### src/design/lzss_pkg.sv
// Package for the LZSS stream decoder: shared constants and the work record type.
// No dependencies.
package lzss_pkg;

  localparam int unsigned HistoryDepthDefault = 65536;
  localparam logic [3:0]  MatchBiasReset      = 4'd3;
  localparam logic [3:0]  MatchBiasMax        = 4'd8;
  localparam logic [7:0]  VersionWide         = 8'h02;
  localparam logic [3:0]  NibbleMask          = 4'hF;
  localparam int unsigned QueueDepth          = 4;

  // One unit of work handed from the parser to the copy engine.
  // Kind codes.
  typedef enum logic [1:0] {
    JOB_LIT  = 2'd0,
    JOB_COPY = 2'd1,
    JOB_BAD  = 2'd2,
    JOB_NONE = 2'd3
  } job_kind_t;

  typedef struct packed {
    job_kind_t   kind;
    logic [7:0]  lit;
    logic [16:0] offset;
    logic [8:0]  length;   // already clipped to the bytes still owed
  } job_t;

endpackage

### src/design/lzss_queue.sv
// Small FIFO between the parser and the copy engine.
// Depends on lzss_pkg.
module lzss_queue #(
  parameter int Depth = lzss_pkg::QueueDepth
) (
  input  logic           clk,
  input  logic           rst,
  input  logic           push,
  input  lzss_pkg::job_t push_job,
  output logic           full,
  input  logic           pop,
  output logic           empty,
  output lzss_pkg::job_t head_job
);
  import lzss_pkg::*;
  localparam int AW = $clog2(Depth);

  job_t          jobs [Depth];
  logic [AW-1:0] rd_ptr, wr_ptr;
  logic [AW:0]   fill;

  assign full      = (fill == (AW+1)'(Depth));
  assign empty     = (fill == '0);
  assign head_job  = jobs[rd_ptr];

  always_ff @(posedge clk) begin
    if (push) begin
      jobs[wr_ptr]  <= push_job;
    end
  end

  always_ff @(posedge clk) begin
    if (rst) begin
      rd_ptr <= '0;
      wr_ptr <= '0;
      fill <= '0;
    end else begin
      if (push) wr_ptr <= wr_ptr + 1'b1;
      if (pop) rd_ptr <= rd_ptr + 1'b1;
      fill <= fill + (AW+1)'(push) - (AW+1)'(pop);
    end
  end
endmodule

### config.mk
export PLATFORM = sky130hd
export DESIGN_NAME = lzss_queue
export DESIGN_NICKNAME = d
export VERILOG_FILES = /design/src/design/lzss_pkg.sv /design/src/design/lzss_queue.sv
export SDC_FILE = /design/constraint.sdc
export NUM_CORES = 1
export LEC_CHECK = 0
export BUFFER_PORTS_ARGS = -buffer_cell sky130_fd_sc_hd__clkbuf_2
export CAP_MARGIN = 20
export CORE_ASPECT_RATIO = 0.75
export CORE_MARGIN = 1.5
export CORE_UTILIZATION = 57
export DETAILED_ROUTE_END_ITERATION = 16
export PLACE_DENSITY = 0.79
export SLEW_MARGIN = 25
export SYNTH_ARGS = -nofsm -noshare
export SYNTH_HDL_FRONTEND = slang
export SYNTH_SLANG_ARGS = --single-unit
### constraint.sdc
create_clock -name clk -period 2.2 [get_ports clk]
set_input_delay 0.11 -clock clk [delete_from_list [all_inputs] [get_ports clk]]
set_output_delay 0.11 -clock clk [all_outputs]
set_load 0.05 [all_outputs]
# --- Yosys cells after proc, flatten, opt, wreduce, memory -nomap -nowiden ---
# Memories as Yosys holds them, arrays and structs flattened. A register that Yosys moved wholly into a read port is not among the register bits.
# Cells that the tools add are included.
word_totals:
  ff_bits: 7
  rom_bits: 0
  in_bits: 40
  ram_bits: 144
  wordCells: 14
  mem_count: 1
  output_inout_bits: 38
  latch_bits: 0
mem_list:
  columns: ["memory", "words", "width", "rd", "rd_clocked_by_memory_dff", "write_ports", "line", "text"]
  rows:
  - ["jobs", 4, 36, 1, 1, 1, "lzss_queue.sv:18", "job_t jobs [Depth];"]
op_classes:
  n_div: 0
  mux: 4
  n_reduce_logical: 1
  shifts: 0
  bitwise_logic: 0
  n_mul: 0
  n_eq_ne: 1
  add_sub_neg: 4
  order_cmp: 0
op_table:
  columns: ["operator", "count"]
  rows:
  - ["$add A2 B1 Y2 const B", 2]
  - ["$mux W2", 2]
  - ["$add A3 B1 Y3", 1]
  - ["$eq A3 B3 Y1 const B", 1]
  - ["$logic_not A3 Y1", 1]
  - ["$sub A3 B1 Y3", 1]
  - ["$mux W1", 2]

# --- Depth between registers and ports, before layout ---
logic_depth:
  depth_word: 3
  mapped_depth: 7
  ltp_nobuf: 7

# --- Least setup slack after synthesis ---
# OpenSTA, ideal clock, no wires.
synth_timing:
  path_type: "register to register"
  start: "register wr_ptr[0]"
  end: "memory jobs[2][0] (netlist bit), enable pin"
  setup_ns: 0.397
  t_arrival_ns: 1.421
  path_buffers: 0
  path_stages_with_launch: 4
  synth_period_minus_slack_ns: 1.818
  slack_ns: 0.382
  required_time_ns: 1.803
  path_cell_list: "dfxtp_1 -> inv_1 -> ha_1 -> and2_1"
synth_lines:
  columns: ["item", "line", "text"]
  rows:
  - ["from (decl)", "lzss_queue.sv:19", "logic [AW-1:0] rd_ptr, wr_ptr;"]
  - ["from (signal assigned)", "lzss_queue.sv:38", "if (push) wr_ptr <= wr_ptr + 1'b1;"]
  - ["to (decl)", "lzss_queue.sv:18", null]
# No word-level cell before the write port.

==> flow_summary_export.csv <==
group,metric,value,unit
die,initial_core_util,58.7,%
cts,clk_latency,0.42,ns
synth,syn_avg_cell_area,24.7,um^2
timing,finalSetupTns,0,ns
critical_path,worst-endpoint-required,2.09,ns
routing,dr.pass1.iters,4,
global_route,first_global_vias,2876,
cts,cts_root_buffer,"clkbuf_16",
layout,fin_util,74.9,%
critical_path,endpoint_kind,"primary output",
die,die_w,118,um
critical_path,crit_fanout,15,
synth,ys_seq_area_share,79.2,%
synth,yosysWarningCount,0,
timing,clock.fmax,489,MHz
synth,syn_area,5690,um^2
cts,cts_resized,0,
cts,cts_tree,"done",
routing,vias_per_cell,5.37,
global_route,grt_usage,21.0,%
cts,path_clk_slew,0.06,ns
job,max-cap-violations,0,
routing,drtAntennaViolNets,0,
critical_path,regToRegSetupSlack,0.41,ns
global_route,met3_usage,7.40,%
layout,fillCellCount,542,
global_route,grt_pass1_wl,15400,um
timing,setup_violations,0,
power,peakVddDrop,0.000786,V
placement,dp.cells,440,
timing,period_minus_slack,2.05,ns
routing,drc,0,
routing,finalWirelength,10300,um
timing,slew_headroom,33.0,%
die,fp-row-count,31,
layout,nNetsFinal,411,
global_route,grt_max_degree,37,
die,dieArea,10600,um^2
global_route,gr-usage-met1,24.2,%
layout,drive_above_1_share,40.1,%
layout,insertedDiodeCount,0,
synth,synth_nets,277,
layout,area_delta_synth_final,27.7,%
timing,tightest_slew,1.00,ns
placement,port_buffers,77,
global_route,grt_util_met2,35.6,%
critical_path,arrival,1.94,ns
status,status,"complete, no violations",
timing,slew_violations,0,
cts,cts_buffers,17,
min_path,holdCritPathClass,"input pin to flip-flop",
critical_path,criticalPathCategory,"flip-flop to primary output",
layout,final_cell_mix,"144 x edfxtp_1, 77 x clkbuf_2, 37 x dlygate4sd3_1",
global_route,busiest_layer,"met2",
cts,cts_buffer_depth,2,
die,ios,78,
layout,final_common_cell,"edfxtp_1",
synth,postSynthCellCount,230,
timing,rsz0062_at_grt,"false",
placement,place_hpwl,5910,um
critical_path,start_kind,"flip-flop",
placement,gp_congestion,0.726,
die,die_h,89.5,um
cts,cts.sinks,153,
routing,wl_per_cell,20.3,um
cts,cts.htree.levels,4,
global_route,grt_overflow,0,
routing,drt_iter0_markers,208,
power,p_per_area,1020,nW/um^2
global_route,antenna_found_initial,0,
timing,timing_hold_violations_final,0,
power,p_leak,2.57,nW
synth,synth-seq-cells,153,
timing,skew,0.0125,ns
routing,vias,2731,
synth,ys_types,22,
die,core_area,9700,um^2
timing,period_share,93.0,%
layout,stdcell_count,509,
[per-stage QoR]
stage | hold slack [ns] | setup slack [ns] | power [mW] | instance area, um^2
global route | 0.0731 | 0.0792 | 7.66 | 7260
floorplan | 0.182 | 0.382 | 4.21 | 5690
CTS | 0.0452 | 0.117 | 7.49 | 7260
detailed placement | 0.330 | 0.413 | 4.48 | 6280
global placement | 0.325 | 0.483 | 4.45 | 6280
finish | 0.0660 | 0.155 | 7.45 | 7260
[synth_stat cells]
cell      number  area share (%)
mux4_2        30              12
mux4_1         6             2.8
xnor2_1        2            0.31
nor2_1         5            0.33
fa_1           1            0.35
buf_6          1            0.20
a21bo_2        1            0.18
and3_1         1            0.11
and2_1         4            0.44
edfxtp_1     144              76
a21oi_1        1           0.088
nor2b_1        2            0.22
dfxtp_1        9             3.2
nor3_1         1           0.088
inv_1          6            0.40
ha_1           6             1.3
clkbuf_2       1           0.088
xor3_1         1            0.42
buf_2          3            0.26
nand3b_1       1            0.13
buf_12         3             1.1
mux2i_1        1            0.18
[path summary, 6_finish.rpt]
kind / startpoint / end / depth (start not counted)
hold reg to reg: rd_ptr[0]$_SDFFE_PP0P_ / flip-flop / 2
setup / recovery: flip-flop / head_job[32] / 3
setup reg to reg: wr_ptr[0]$_SDFFE_PP0P_ / jobs[2][4]$_DFFE_PP_ / 3
hold / removal: pop / flip-flop / 3
[critical path, stage by stage (launching register included)]
cell	delay (ns)
dfxtp_2	0.35
buf_4	0.29
mux4_1	0.62
clkbuf_2	0.26
[area by class of cell]
type	instances	area, um^2	area share (%)
sequential	153	4510	62.0
multi-input combinational	63	1070	14.8
timing repair buffer	123	886	12.2
clock buffer	18	429	5.91
clock inverter	14	180	2.48
tap	132	165	2.27
inverter	6	22.5	0.310
[per-layer routing]
layer	vias up	routed length, um
li1	1232	-
met1	1385	4150
met5	-	0
met2	99	5330
met4	0	188
met3	15	677
[sequential cells by signal, indices dropped and copies added, names as in the netlist, named ones only]
name and count:
rd_ptr 2, fill 3, jobs 144, wr_ptr 2
[what timing repair did]
item                      CTS  global route
hold endpoints to repair  153             0
hold buffers               37             0
setup buffers               0             0
[kinds of logic after synthesis]
logic type	Yosys count	share of synthesized area, %
adders and majority gates	7	1.67
muxes	37	14.8
AOI/OAI and AO/OA	2	0.264
xor gates and xnor gates	3	0.726
DFF	153	79.2
buffers and inverters	14	2.00
and+or+nand+nor	14	1.32
[power breakdown]
part	internal [mW]	total, mW	switching, mW
combinational	0.371	1.07	0.697
sequential	3.35	3.40	0.0516
clock	1.88	2.98	1.10
(Power assumes the default switching activity.)
