`config.mk`:
```
export PLATFORM = sky130hd
export DESIGN_NAME = lzss_front
export DESIGN_NICKNAME = d
export VERILOG_FILES = /design/src/design/lzss_pkg.sv /design/src/design/lzss_front.sv
export SDC_FILE = /design/constraint.sdc
export NUM_CORES = 1
export LEC_CHECK = 0
export BUFFER_PORTS_ARGS = -buffer_cell sky130_fd_sc_hd__buf_2
export CAP_MARGIN = 5
export CORE_ASPECT_RATIO = 1.1
export CORE_MARGIN = 2
export CORE_UTILIZATION = 57
export DETAILED_ROUTE_END_ITERATION = 8
export HOLD_SLACK_MARGIN = 0.03
export MAX_ROUTING_LAYER = met4
export PLACE_DENSITY = 0.78
export SLEW_MARGIN = 20
export SYNTH_ARGS = -nofsm -noshare
export SYNTH_HDL_FRONTEND = slang
export SYNTH_SLANG_ARGS = --single-unit
```
`constraint.sdc`:
```
create_clock -name clk -period 10.05 [get_ports clk]
set_input_delay 2.01 -clock clk [delete_from_list [all_inputs] [get_ports clk]]
set_output_delay 2.01 -clock clk [all_outputs]
set_load 0.01 [all_outputs]
```
`src/design/lzss_pkg.sv`:
```
// Package for the LZSS stream decoder: shared constants and the work record type.
// No dependencies.
package lzss_pkg;

  localparam int unsigned HistoryDepthDefault = 65536;
  localparam logic [3:0]  MatchBiasReset      = 4'd3;
  localparam logic [3:0]  MatchBiasMax        = 4'd8;
  localparam logic [7:0]  VersionWide         = 8'h02;
  localparam logic [3:0]  NibbleMask          = 4'hF;
  localparam int unsigned QueueDepth          = 4;

  // One unit of work handed from the parser to the copy engine.
  // Kind codes.
  typedef enum logic [1:0] {
    JOB_LIT  = 2'd0,
    JOB_COPY = 2'd1,
    JOB_BAD  = 2'd2,
    JOB_NONE = 2'd3
  } job_kind_t;

  typedef struct packed {
    job_kind_t   kind;
    logic [7:0]  lit;
    logic [16:0] offset;
    logic [8:0]  length;   // already clipped to the bytes still owed
  } job_t;

endpackage

```
`src/design/lzss_front.sv`:
```
// Front end: parses header, version, flag and token bytes into jobs.
// Depends on lzss_pkg.
module lzss_front #(
  parameter int HistoryDepth = lzss_pkg::HistoryDepthDefault
) (
  input  logic              clk,
  input  logic              rst,
  input  logic [3:0]        match_bias,
  input  logic              in_valid,
  output logic              in_ready,
  input  logic [7:0]        in_byte,
  input  logic              in_last,
  output logic              job_valid,
  input  logic              job_ready,
  output lzss_pkg::job_t    job
);
  import lzss_pkg::*;

  typedef enum logic [2:0] {
    PH_HEADER, PH_VERSION, PH_FLAG, PH_TOKEN, PH_MATCH2, PH_MATCH3, PH_DONE
  } phase_t;

  phase_t      phase;
  logic [1:0]  header_index;
  logic [31:0] original_size;
  logic [31:0] produced_count;
  logic        wide_format;
  logic [7:0]  flag_bits;
  logic [3:0]  token_index;
  logic [15:0] token_bytes;

  logic        accept;
  logic [16:0] off;
  logic [8:0]  len;
  logic [31:0] remain;
  logic [8:0]  clip;
  logic        bad;
  logic        is_match;
  logic [31:0] size_next;

  assign in_ready = job_ready;
  assign accept   = in_valid && in_ready;
  assign remain   = original_size - produced_count;

  // decode the match being closed by this beat
  always_comb begin
    is_match = 1'b0;
    off      = '0;
    len      = '0;
    if (phase == PH_MATCH2 && !wide_format) begin
      is_match = 1'b1;
      off = {5'd0, in_byte[3:0] & NibbleMask, token_bytes[7:0]};
      len = 9'(in_byte[7:4]) + 9'(match_bias);
    end else if (phase == PH_MATCH3) begin
      is_match = 1'b1;
      off = {1'b0, token_bytes};
      len = 9'(in_byte) + 9'(match_bias);
    end
    bad  = (off == '0) || (32'(off) > produced_count) ||
           (32'(off) > 32'(HistoryDepth));
    clip = (remain < 32'(len)) ? remain[8:0] : len;
  end

  always_comb begin
    size_next = original_size | (32'(in_byte) << {header_index, 3'b000});
  end

  // job out
  always_comb begin
    job.kind   = JOB_NONE;
    job.lit    = in_byte;
    job.offset = off;
    job.length = clip;
    if (phase == PH_TOKEN && !flag_bits[token_index[2:0]]) begin
      job.kind = JOB_LIT;
    end else if (is_match) begin
      job.kind = bad ? JOB_BAD : JOB_COPY;
    end
  end
  assign job_valid = accept;

  // parser state
  always_ff @(posedge clk) begin
    if (rst || (accept && in_last)) begin
      phase <= PH_HEADER;
      header_index <= '0;
      original_size <= '0;
      produced_count <= '0;
      wide_format <= 1'b0;
      flag_bits <= '0;
      token_index <= '0;
      token_bytes <= '0;
    end else if (accept) begin
      case (phase)
        PH_HEADER: begin
          original_size <= size_next;
          header_index <= header_index + 2'd1;
          if (header_index == 2'd3)
            phase <= (size_next == '0) ? PH_DONE : PH_VERSION;
        end
        PH_VERSION: begin
          if (in_byte == VersionWide) begin
            wide_format <= 1'b1;
            phase <= PH_FLAG;
          end else begin
            flag_bits <= in_byte;
            token_index <= '0;
            phase <= PH_TOKEN;
          end
        end
        PH_FLAG: begin
          flag_bits <= in_byte;
          token_index <= '0;
          phase <= PH_TOKEN;
        end
        PH_TOKEN: begin
          if (!flag_bits[token_index[2:0]]) begin
            produced_count <= produced_count + 32'd1;
            token_index <= token_index + 4'd1;
            if (produced_count + 32'd1 >= original_size) phase <= PH_DONE;
            else if (token_index == 4'd7) phase <= PH_FLAG;
            else phase <= PH_TOKEN;
          end else begin
            token_bytes <= {8'd0, in_byte};
            phase <= PH_MATCH2;
          end
        end
        PH_MATCH2, PH_MATCH3: begin
          if (phase == PH_MATCH2 && wide_format) begin
            token_bytes <= {in_byte, token_bytes[7:0]};
            phase <= PH_MATCH3;
          end else if (bad) begin
            phase <= PH_FLAG;
          end else begin
            produced_count <= produced_count + 32'(clip);
            token_index <= token_index + 4'd1;
            if (produced_count + 32'(clip) >= original_size) phase <= PH_DONE;
            else if (token_index == 4'd7) phase <= PH_FLAG;
            else phase <= PH_TOKEN;
          end
        end
        default: ;
      endcase
    end
  end
endmodule

```
Yosys cells after proc, flatten, opt, wreduce, memory -nomap -nowiden
Index checks and enable logic that the tools add are counted.
Cells by class
  multiplexer cells: 36
  shift-type cells: 1
  bitwise operators: 2
  $lt $le $gt $ge: 6
  eq/ne operators: 15
  reductions and logical operators: 26
  add/subtract/negate cells: 7
Operators by type and width (number)
  32-bit two-way mux: 3
  32-bit greater-or-equal comparator: 2
  32-bit case mux with 2 select lines: 1
  16-bit two-way mux: 3
  32-bit by 1-bit adder with 32-bit output, second input constant: 1
  32-bit by 9-bit adder with 32-bit output: 1
  17-bit by 32-bit > comparator with 1-bit output: 1
  32-bit zero test: 1
  32-bit by 9-bit less-than comparator with 1-bit output: 1
  32-bit bitwise OR: 1
  16-bit case mux with 2 select lines: 1
  8-bit by 5-bit left shift with 32-bit output: 1
  32-bit subtractor: 1
  9-bit two-way mux: 3
  3-bit two-way mux: 7
  17-bit > comparator, second input constant: 1
  17-bit zero test: 1
  17-bit two-way mux: 1
  4-bit two-way mux: 4
  4-bit case mux with 4 select lines: 1
  8-bit case mux with 2 select lines: 1
  3-bit case mux with 5 select lines: 1
  2-bit inequality test, second input constant: 6
  8-bit by 4-bit adder with 9-bit output: 1
  other kinds (29): 48
Storage, ports and cells
  bits in registers: 98
  word-level logic and storage cells: 102
  bits of input ports: 17
  output and inout bits: 38

Logic depth before layout (Yosys ltp)
Gate-level depths: netlist of run 1.
  word-level depth: 11
  gate-level depth with buffers: 45

Least setup slack after synthesis of run 1
OpenSTA, ideal clock, no wires.
  path type: input port to flip-flop
  start point: input match_bias[0]
  end point: register phase[2]
  data arrival time: 9371 ps
  setup time: 124 ps
  path buffers: 1
  stages: 45
  setup slack: 555 ps
  path through: ha_1 -> inv_1 -> fa_1 -> nor2b_1 -> o21ai_0 -> nand2b_1 -> and3_1 -> xnor2_1 -> nor2_1 -> inv_1 -> ha_1 -> and4_1 -> o21ai_1 -> nor2_1 -> a211o_1 -> a221o_1 -> or4_4 -> nor4_2 -> [9 not listed] -> a21boi_0 -> o21ai_1 -> a21o_1 -> a21boi_1 -> o21ai_1 -> nor2_1 -> xnor2_1 -> ha_1 -> a21o_1 -> a21o_1 -> a21o_1 -> a21o_1 -> a21o_1 -> a21o_1 -> a221o_1 -> a21o_1 -> nand2b_1 -> a31oi_1
RTL lines
  from (decl): RTL line lzss_front.sv:8  | input logic [3:0] match_bias,
  to (signal assigned): RTL line lzss_front.sv:99  | phase <= (size_next == '0) ? PH_DONE : PH_VERSION;
  to (decl): RTL line lzss_front.sv:23  | phase_t phase;

Final worst setup path of run 1
  start point: input match_bias[1]
  end point: register phase[0]
Between the ends
  longest elaborated chain between the ends: 11
Ends and longest elaborated chain
  8-bit by 4-bit adder with 9-bit output: RTL line lzss_front.sv:57  | len = 9'(in_byte) + 9'(match_bias);
  9-bit two-way mux: RTL line lzss_front.sv:54  | end else if (phase == PH_MATCH3) begin
  9-bit two-way mux *: RTL line lzss_front.sv:50  | if (phase == PH_MATCH2 && !wide_format) begin
  32-bit by 9-bit less-than comparator with 1-bit output: RTL line lzss_front.sv:61  | clip = (remain < 32'(len)) ? remain[8:0] : len;
  9-bit two-way mux *: RTL line lzss_front.sv:61
  32-bit by 9-bit adder with 32-bit output *: RTL line lzss_front.sv:137  | if (produced_count + 32'(clip) >= original_size) phase <= PH_DONE;
  32-bit greater-or-equal comparator *: RTL line lzss_front.sv:137
  3-bit two-way mux *: RTL line lzss_front.sv:137
  3-bit two-way mux *: RTL line lzss_front.sv:132  | end else if (bad) begin
  3-bit two-way mux *: RTL line lzss_front.sv:129  | if (phase == PH_MATCH2 && wide_format) begin
  3-bit case mux with 5 select lines *: RTL line lzss_front.sv:94  | case (phase)
Mark *: on every way between the ends. The rest lies on a longest branch, timed or not.
A chain may end at the register's enable or synchronous reset.

==> out/results.ini, run 1 <==
[placed_design]
place.gp.congestion=1.045
numPortBuffers=53
pre_cts_ws_ns=-0.2609
post-dp-hpwl_um=27040

[flow_run]
drv_cap=0

[logic_synthesis]
synth.ff_latch_count=98
synth_top_flop_cell=dfxtp_1
synth-seq-area-share_pct=18.86
netlist_instances=1388
synth-compound-area-share_pct=21.34
synth_top_family_by_area=simple AND/OR/NAND/NOR gates
synth.area.top_cells=dfxtp_1 (19%), ha_1 (17%), a21oi_1 (6.3%), xnor2_1 (6.1%), nor2_1 (5.2%)
yosysTopAreaCellShare_pct=18.86
synth-edff-count=0
syn_nets=1548
netlist_area_um2=10400
yosysTopAreaCell=dfxtp_1
postSynthAreaPerCell_um2=7.493
muxShareOfSynthArea_pct=4.752
synth-simple-area-share_pct=23.33
synthArstFlopShare_pct=0
yosysUniqueCellTypes=79
yosys_warnings=0
synthAdderAreaFrac_pct=17.49
synth_xor_area_share_pct=7.243

[run_status]
outcome=finished clean

[die]
fp-row-count=51
io-pin-count=55
fp.dieW_um=132.8
start_util_pct=58.42
die_y_um=145.7
core_area_um2=17800
dieArea_um2=19340

[setup_path]
worstSetupPathType=input pin to flip-flop
r2r_slack_ns=1.10
start_kind=input pin
cpPeakStageDelay_ns=0.53
reg2reg_depth=39
crit_arrival_ns=10.02
slowest_stage=or4_4
required_ns=10.35
worstReg2RegStart=produced_count[1]
endpoint=phase[0]
crit_top_cell=a21o_1
critPathLaunch=match_bias[1]
worst-path-max-fanout=4
crit_path_end_kind=flip-flop
r2r-end=phase[0]

[drt]
routedWlPerCell_um=20.93
avgViaCountPerCell=6.456
first_pass_iters=6
drt_iter0_drc=1143
drc=0
detail-route-antenna-nets=0
vias=10780
routed_wl_um=34960

[sta]
hold_violations=0
max_freq_ghz=0.1029
min_period_ns=9.717
post-route-period-util_pct=96.69
slew_headroom_pct=26.51
rsz0062_at_grt=true
drv_slew=0
setup_tns_ns=0
finalSetupViolCount=0
worst_slew_pin_slew_ns=1.093
worst_slack_ns=0.3327
skew_ns=0.008864

[clocking]
cts_tree=yes
clk_pin_slew_worst_paths_ns=0.07
cts_root_buf=clkbuf_16
insertion_delay_ns=0.36
clockBufferDepth=2
clock_sinks=98
numCtsBuffers=9
postCtsHoldBufs=0
ctsHtreeMaxLevel=3

[min_path]
min_path_type=flip-flop to flip-flop
min_from=token_bytes[8]

[power_and_ir_drop]
combPwrFrac_pct=23.9
p_seq_share_pct=39.6
peakVddDrop_v=0.00006922
switching_power_mw=0.3138
intPower_mw=0.6868
p_leak_nw=5.151
power.density_nw_per_um2=87.29
power_frac_clock_pct=36.5
p_sw_share_pct=31.37

[grt]
track_usage_pct=36.50
first_global_vias=10150
antenna_found_initial=0
grt.overflow.total=0
grt_pass1_wl_um=54570
grt_max_degree=45

[final_layout]
area_growth_pct=10.23
diodes=0
drive_gt1_share_pct=12.29
finalNetCount=1587

synth_stat cells (3+ instances only):
library cell / number
or4_1: 8
inv_1: 94
a31o_2: 5
o31ai_1: 7
and2_1: 11
a41oi_1: 3
clkinv_1: 4
and3_1: 17
ha_1: 139
a21oi_1: 130
or3_1: 12
nand2b_1: 10
a211o_1: 5
nor4_1: 26
mux2_4: 5
buf_1: 4
a21boi_0: 4
o211ai_1: 15
dfxtp_1: 98
mux2i_1: 34
o32ai_1: 5
xor2_1: 13
nor4_2: 3
xnor2_1: 73
o21ai_0: 42
nand2_1: 116
nor2_1: 145
clkbuf_1: 61
a31oi_1: 8
a211oi_1: 11
nor3b_1: 6
o21a_1: 17
o31a_1: 4
o22ai_1: 6
fa_1: 4
nand3_1: 44
or2_2: 6
nor2b_1: 14
buf_4: 11
nand4_1: 37
a21o_1: 45
o21ai_1: 7
nor3_1: 26
o41ai_1: 4
layout make-up:
cell class | count | area [um^2]
Clock buffer | 9 | 225.2
Fill cell | 1611 | 6340
Multi-Input combinational cell | 1113 | 7834
Sequential cell | 98 | 1962
Inverter | 98 | 367.9
Timing Repair Buffer | 107 | 698.2
Clock inverter | 7 | 78.83
Tap cell | 238 | 297.8
cells in the final DEF, fill, tap and decap left out, types with 44 or more instances in the layout:
| master | netlist | layout |
|---|---|---|
| nor2_1 | 145 | 144 |
| ha_1 | 139 | 136 |
| a21oi_1 | 130 | 127 |
| nand2_1 | 116 | 115 |
| dfxtp_1 | 98 | 98 |
| inv_1 | 94 | 92 |
| xnor2_1 | 73 | 71 |
| buf_2 | 1 | 51 |
| buf_4 | 11 | 51 |
| nand3_1 | 44 | 44 |
| a21o_1 | 45 | 44 |
critical path: cells and delay by family:
kind / cells / cell delay, ns
simple gates: 12 / 2.07
mux: 1 / 0.32
buf+inv: 3 / 0.43
fa+ha+maj: 4 / 1.16
xor+xnor: 2 / 0.24
compound gates: 20 / 3.78
routing by layer:
layer  track usage (%)  wire, um  vias up
li1                  -         -     5058
met1             47.84     14570     5017
met2             56.09     15560      580
met3             5.608      3328      127
met4             15.11      1501        0
met5                 -         0        -
stage by stage:
step	instances	instance area (um^2)	total power [mW]	utilization [%]	hold WS, ns
floorplan	1388	10400	0.5684	-	0.4323
global placement	1645	10950	0.6274	61.53	0.4405
detailed placement	1645	10960	0.6294	61.56	0.4503
CTS	1661	11260	0.9871	63.27	0.4584
global route	1670	11460	1.037	64.39	0.4836
finish	1670	11460	1.001	64.39	0.4642
worst min-delay path by stage:
stage,cells past startpoint,to
after global routing,2,token_bytes[9]
after floorplan,2,token_bytes[10]
after detailed placement,2,token_bytes[8]
after CTS,2,token_bytes[8]
after global placement,2,token_bytes[11]
final,2,token_bytes[8]
state kept, by name (all words and copies together) (netlist names):
register        cells
original_size      32
token_index         4
produced_count     32
token_bytes        16
phase               3
header_index        2
wide_format         1
flag_bits           8
power groups by stage:
stage | Clock, mW | Combinational [mW] | Sequential [mW]
6_report | 0.365 | 0.239 | 0.396
3_3_place_gp | 0 | 0.223 | 0.405
5_1_grt | 0.382 | 0.259 | 0.397
3_5_place_dp | 0 | 0.224 | 0.405
2_1_floorplan | 0 | 0.166 | 0.402
4_1_cts | 0.365 | 0.226 | 0.396
timing repair:
item	CTS	global route
buffers inserted	0	10
hold endpoints to repair	0	0
resized for setup	0	33
setup endpoints to repair	0	2
kinds of logic (layout without fill, tap and decap cells):
group	count (synthesis)	in the layout
AO/OA/AOI/OAI	346	346
XOR/XNOR	86	86
adder cells (fa/ha/maj)	143	143
buffers and inverters	177	221
flip-flops	98	98
multiplexers	44	44
other	1	1
AND/OR/NAND/NOR	493	493
Note: power is estimated with default switching activity, not from simulation.
==> inputs of run 2 (changes only) <==
- CORE_UTILIZATION: 57 -> 64
- PLACE_DENSITY: 0.78 -> 0.83
- clock period: 10.05 -> 10.3 ns (I/O delays scaled with it)
==> run 2 against run 1 <==
  * Combinational power decreased by 6%
  * Via count hardly changed
  * Clock skew down 0.0015 ns
  * Final cell count fell by 3.8%
  * Sequential power down 2%
  * Clock-buffer cell count unchanged
  * Critical endpoint is now phase[2]
  * First-iteration DRC count is 28% higher
  * Critical path type unchanged
==> out/results.ini, run 2 (synthesis gave the netlist of run 1 again) <==
[clocking]
cts_root_buf=clkbuf_16  ; unchanged
ctsHtreeMaxLevel=3  ; unchanged
numCtsBuffers=9  ; unchanged
clock_sinks=98  ; unchanged
cts_tree=yes  ; unchanged
clockBufferDepth=2  ; unchanged
clk_pin_slew_worst_paths_ns=0.07  ; about the same
postCtsHoldBufs=0  ; unchanged
insertion_delay_ns=0.35  ; was 0.36 ns

[power_and_ir_drop]
p_sw_share_pct=32.04  ; was 31.37%
intPower_mw=0.6396  ; was 0.6868 mW
p_seq_share_pct=41.1  ; was 39.6%
switching_power_mw=0.3016  ; was 0.3138 mW
peakVddDrop_v=0.00007172  ; was 0.00006922 V
p_leak_nw=4.967  ; was 5.151 nW
fin_total_pwr_mw=0.9412  ; was 1.001 mW
power_frac_clock_pct=35.0  ; was 36.5%
power.density_nw_per_um2=84.97  ; was 87.29 nW/um^2
combPwrFrac_pct=23.9  ; about the same

[sta]
skew_ns=0.007389  ; was 0.008864 ns
hold_slack_ns=0.4618  ; was 0.4642 ns
min_period_ns=9.834
post-route-period-util_pct=95.48
max_freq_ghz=0.1017
finalSetupViolCount=0  ; unchanged
drv_slew=0  ; unchanged
slew_headroom_pct=25.76  ; was 26.51%
worst_slew_pin_slew_ns=1.104  ; was 1.093 ns
worst_slack_ns=0.4656  ; was 0.3327 ns
setup_tns_ns=0  ; unchanged
hold_violations=0  ; unchanged

[drt]
routedWlPerCell_um=21.72  ; was 20.93 um
first_pass_iters=7  ; was 6
wl_met1_um=13920  ; was 14570 um
avgViaCountPerCell=6.715  ; was 6.456
top_layer=met4  ; unchanged
met2_length_um=15640  ; was 15560 um
vias=10780  ; about the same
drc=0  ; unchanged
wl_met3_um=3733  ; was 3328 um
drt_iter0_drc=1464  ; was 1143
routed_wl_um=34890  ; was 34960 um
detail-route-antenna-nets=0  ; unchanged

[grt]
grt_max_degree=46  ; was 45
track_usage_pct=41.17  ; was 36.50%
grt_pass1_wl_um=54460  ; was 54570 um
antenna_found_initial=0  ; unchanged
first_global_vias=10080  ; was 10150
grt.overflow.total=0  ; unchanged

[setup_path]
start_kind=input pin  ; unchanged
reg2reg_depth=39  ; unchanged
r2r-end=phase[2]  ; was phase[0]
worstReg2RegStart=produced_count[0]  ; was produced_count[1]
slowest_stage=or4_4  ; unchanged
crit_arrival_ns=10.07  ; was 10.02 ns
crit_path_end_kind=flip-flop  ; unchanged
worstSetupPathType=input pin to flip-flop  ; unchanged
required_ns=10.54  ; was 10.35 ns
crit_top_cell=a21o_1  ; unchanged
r2r_slack_ns=1.21  ; was 1.10 ns
cpPeakStageDelay_ns=0.48  ; was 0.53 ns
worst-path-max-fanout=5  ; was 4

[die]
fp-row-count=48  ; was 51
core_area_um2=15800  ; was 17800 um^2
start_util_pct=65.84  ; was 58.42%
fp.dieW_um=125.5  ; was 132.8 um
die_y_um=137.7  ; was 145.7 um
io-pin-count=55  ; unchanged
dieArea_um2=17290  ; was 19340 um^2

[min_path]
hold_path_depth=2  ; unchanged
hold_path_end=token_bytes[10]  ; was token_bytes[8]
min_from=token_bytes[10]  ; was token_bytes[8]
min_path_type=flip-flop to flip-flop  ; unchanged

[flow_run]
drv_cap=0  ; unchanged

[final_layout]
area_growth_pct=6.509  ; was 10.23%
drive_gt1_share_pct=9.744  ; was 12.29%
layout_commonest_cell=nor2_1  ; unchanged
finalNetCount=1561  ; was 1587
diodes=0  ; unchanged
fin_cells=1606  ; was 1670
final_area_um2=11080  ; was 11460 um^2
fin_util_pct=70.13  ; was 64.39%
final_cell_mix=nor2_1 (145), ha_1 (139), a21oi_1 (129), nand2_1 (116), dfxtp_1 (98)  ; was nor2_1 (144), ha_1 (136), a21oi_1 (127), nand2_1 (115), dfxtp_1 (98)
largestRegisters=original_size x32, produced_count x32, token_bytes x16  ; unchanged

[placed_design]
placed_area_um2=10770  ; was 10960 um^2
post-dp-hpwl_um=26900  ; was 27040 um
place.gp.congestion=1.060  ; was 1.045
numPortBuffers=53  ; unchanged
dpl.cell_count=1588  ; was 1645
pre_cts_ws_ns=-0.05730  ; was -0.2609 ns

[run_status]
outcome=finished clean  ; unchanged

run 2: changes by cell type in the layout (fill, tap and decap cells not counted), moves of 3 or more:
cell	before	now
ha_4	3	0
ha_1	136	139
buf_6	4	0
o21ai_0	38	41
buf_4	51	28
run 2: final cells by class:
| type | count | area (um^2) |
|---|---|---|
| Fill cell | 1376 | 4718 |
| Clock inverter | 7 | 52.55 |
| Timing Repair Buffer | 81 | 475.5 |
| Clock buffer | 9 | 225.2 |
| Inverter | 98 | 367.9 |
| Tap cell | 200 | 250.2 |
| Multi-Input combinational cell | 1113 | 7744 |
| Sequential cell | 98 | 1962 |
run 2: metal layers:
layer	vias up	GRT usage [%]
met5	-	-
met4	0	19.07
met3	125	7.379
met2	726	64.17
met1	4922	52.20
li1	5011	-
run 2: worst max path at each step:
stage | startpoint | to | slack, ns | cells after the start
after floorplan | match_bias[0] | phase[2] | 0.75 | 45
after global placement | match_bias[0] | phase[2] | 0.20 | 46
after detailed placement | match_bias[0] | phase[2] | -0.06 | 46
after CTS | match_bias[0] | phase[2] | 0.31 | 46
after global routing | match_bias[0] | phase[0] | -0.004 | 46
final | match_bias[0] | phase[2] | 0.47 | 44
run 2: power by group through the flow:
stage | clock (mW) | sequential (mW) | combinational [mW]
after floorplan | 0 | 0.393 | 0.162
after global placement | 0 | 0.395 | 0.213
after detailed placement | 0 | 0.396 | 0.217
after CTS | 0.330 | 0.387 | 0.218
after global routing | 0.342 | 0.387 | 0.242
final | 0.329 | 0.387 | 0.225
run 2: timing repair:
action / 4_1_cts / 5_1_grt
endpoints found under the setup margin: 0 / 2
gates resized for setup: 0 / 5
hold endpoints to repair: 0 / 0
setup buffers: 0 / 2
run 2: worst max-delay path: cells and delay by family:
family | cells | cell delay (ns)
muxes | 1 | 0.32
buffers and inverters | 5 | 0.57
xor gates and xnor gates | 2 | 0.34
and+or+nand+nor | 12 | 1.95
AOI/OAI and AO/OA | 19 | 3.43
adders and majority gates | 5 | 1.40
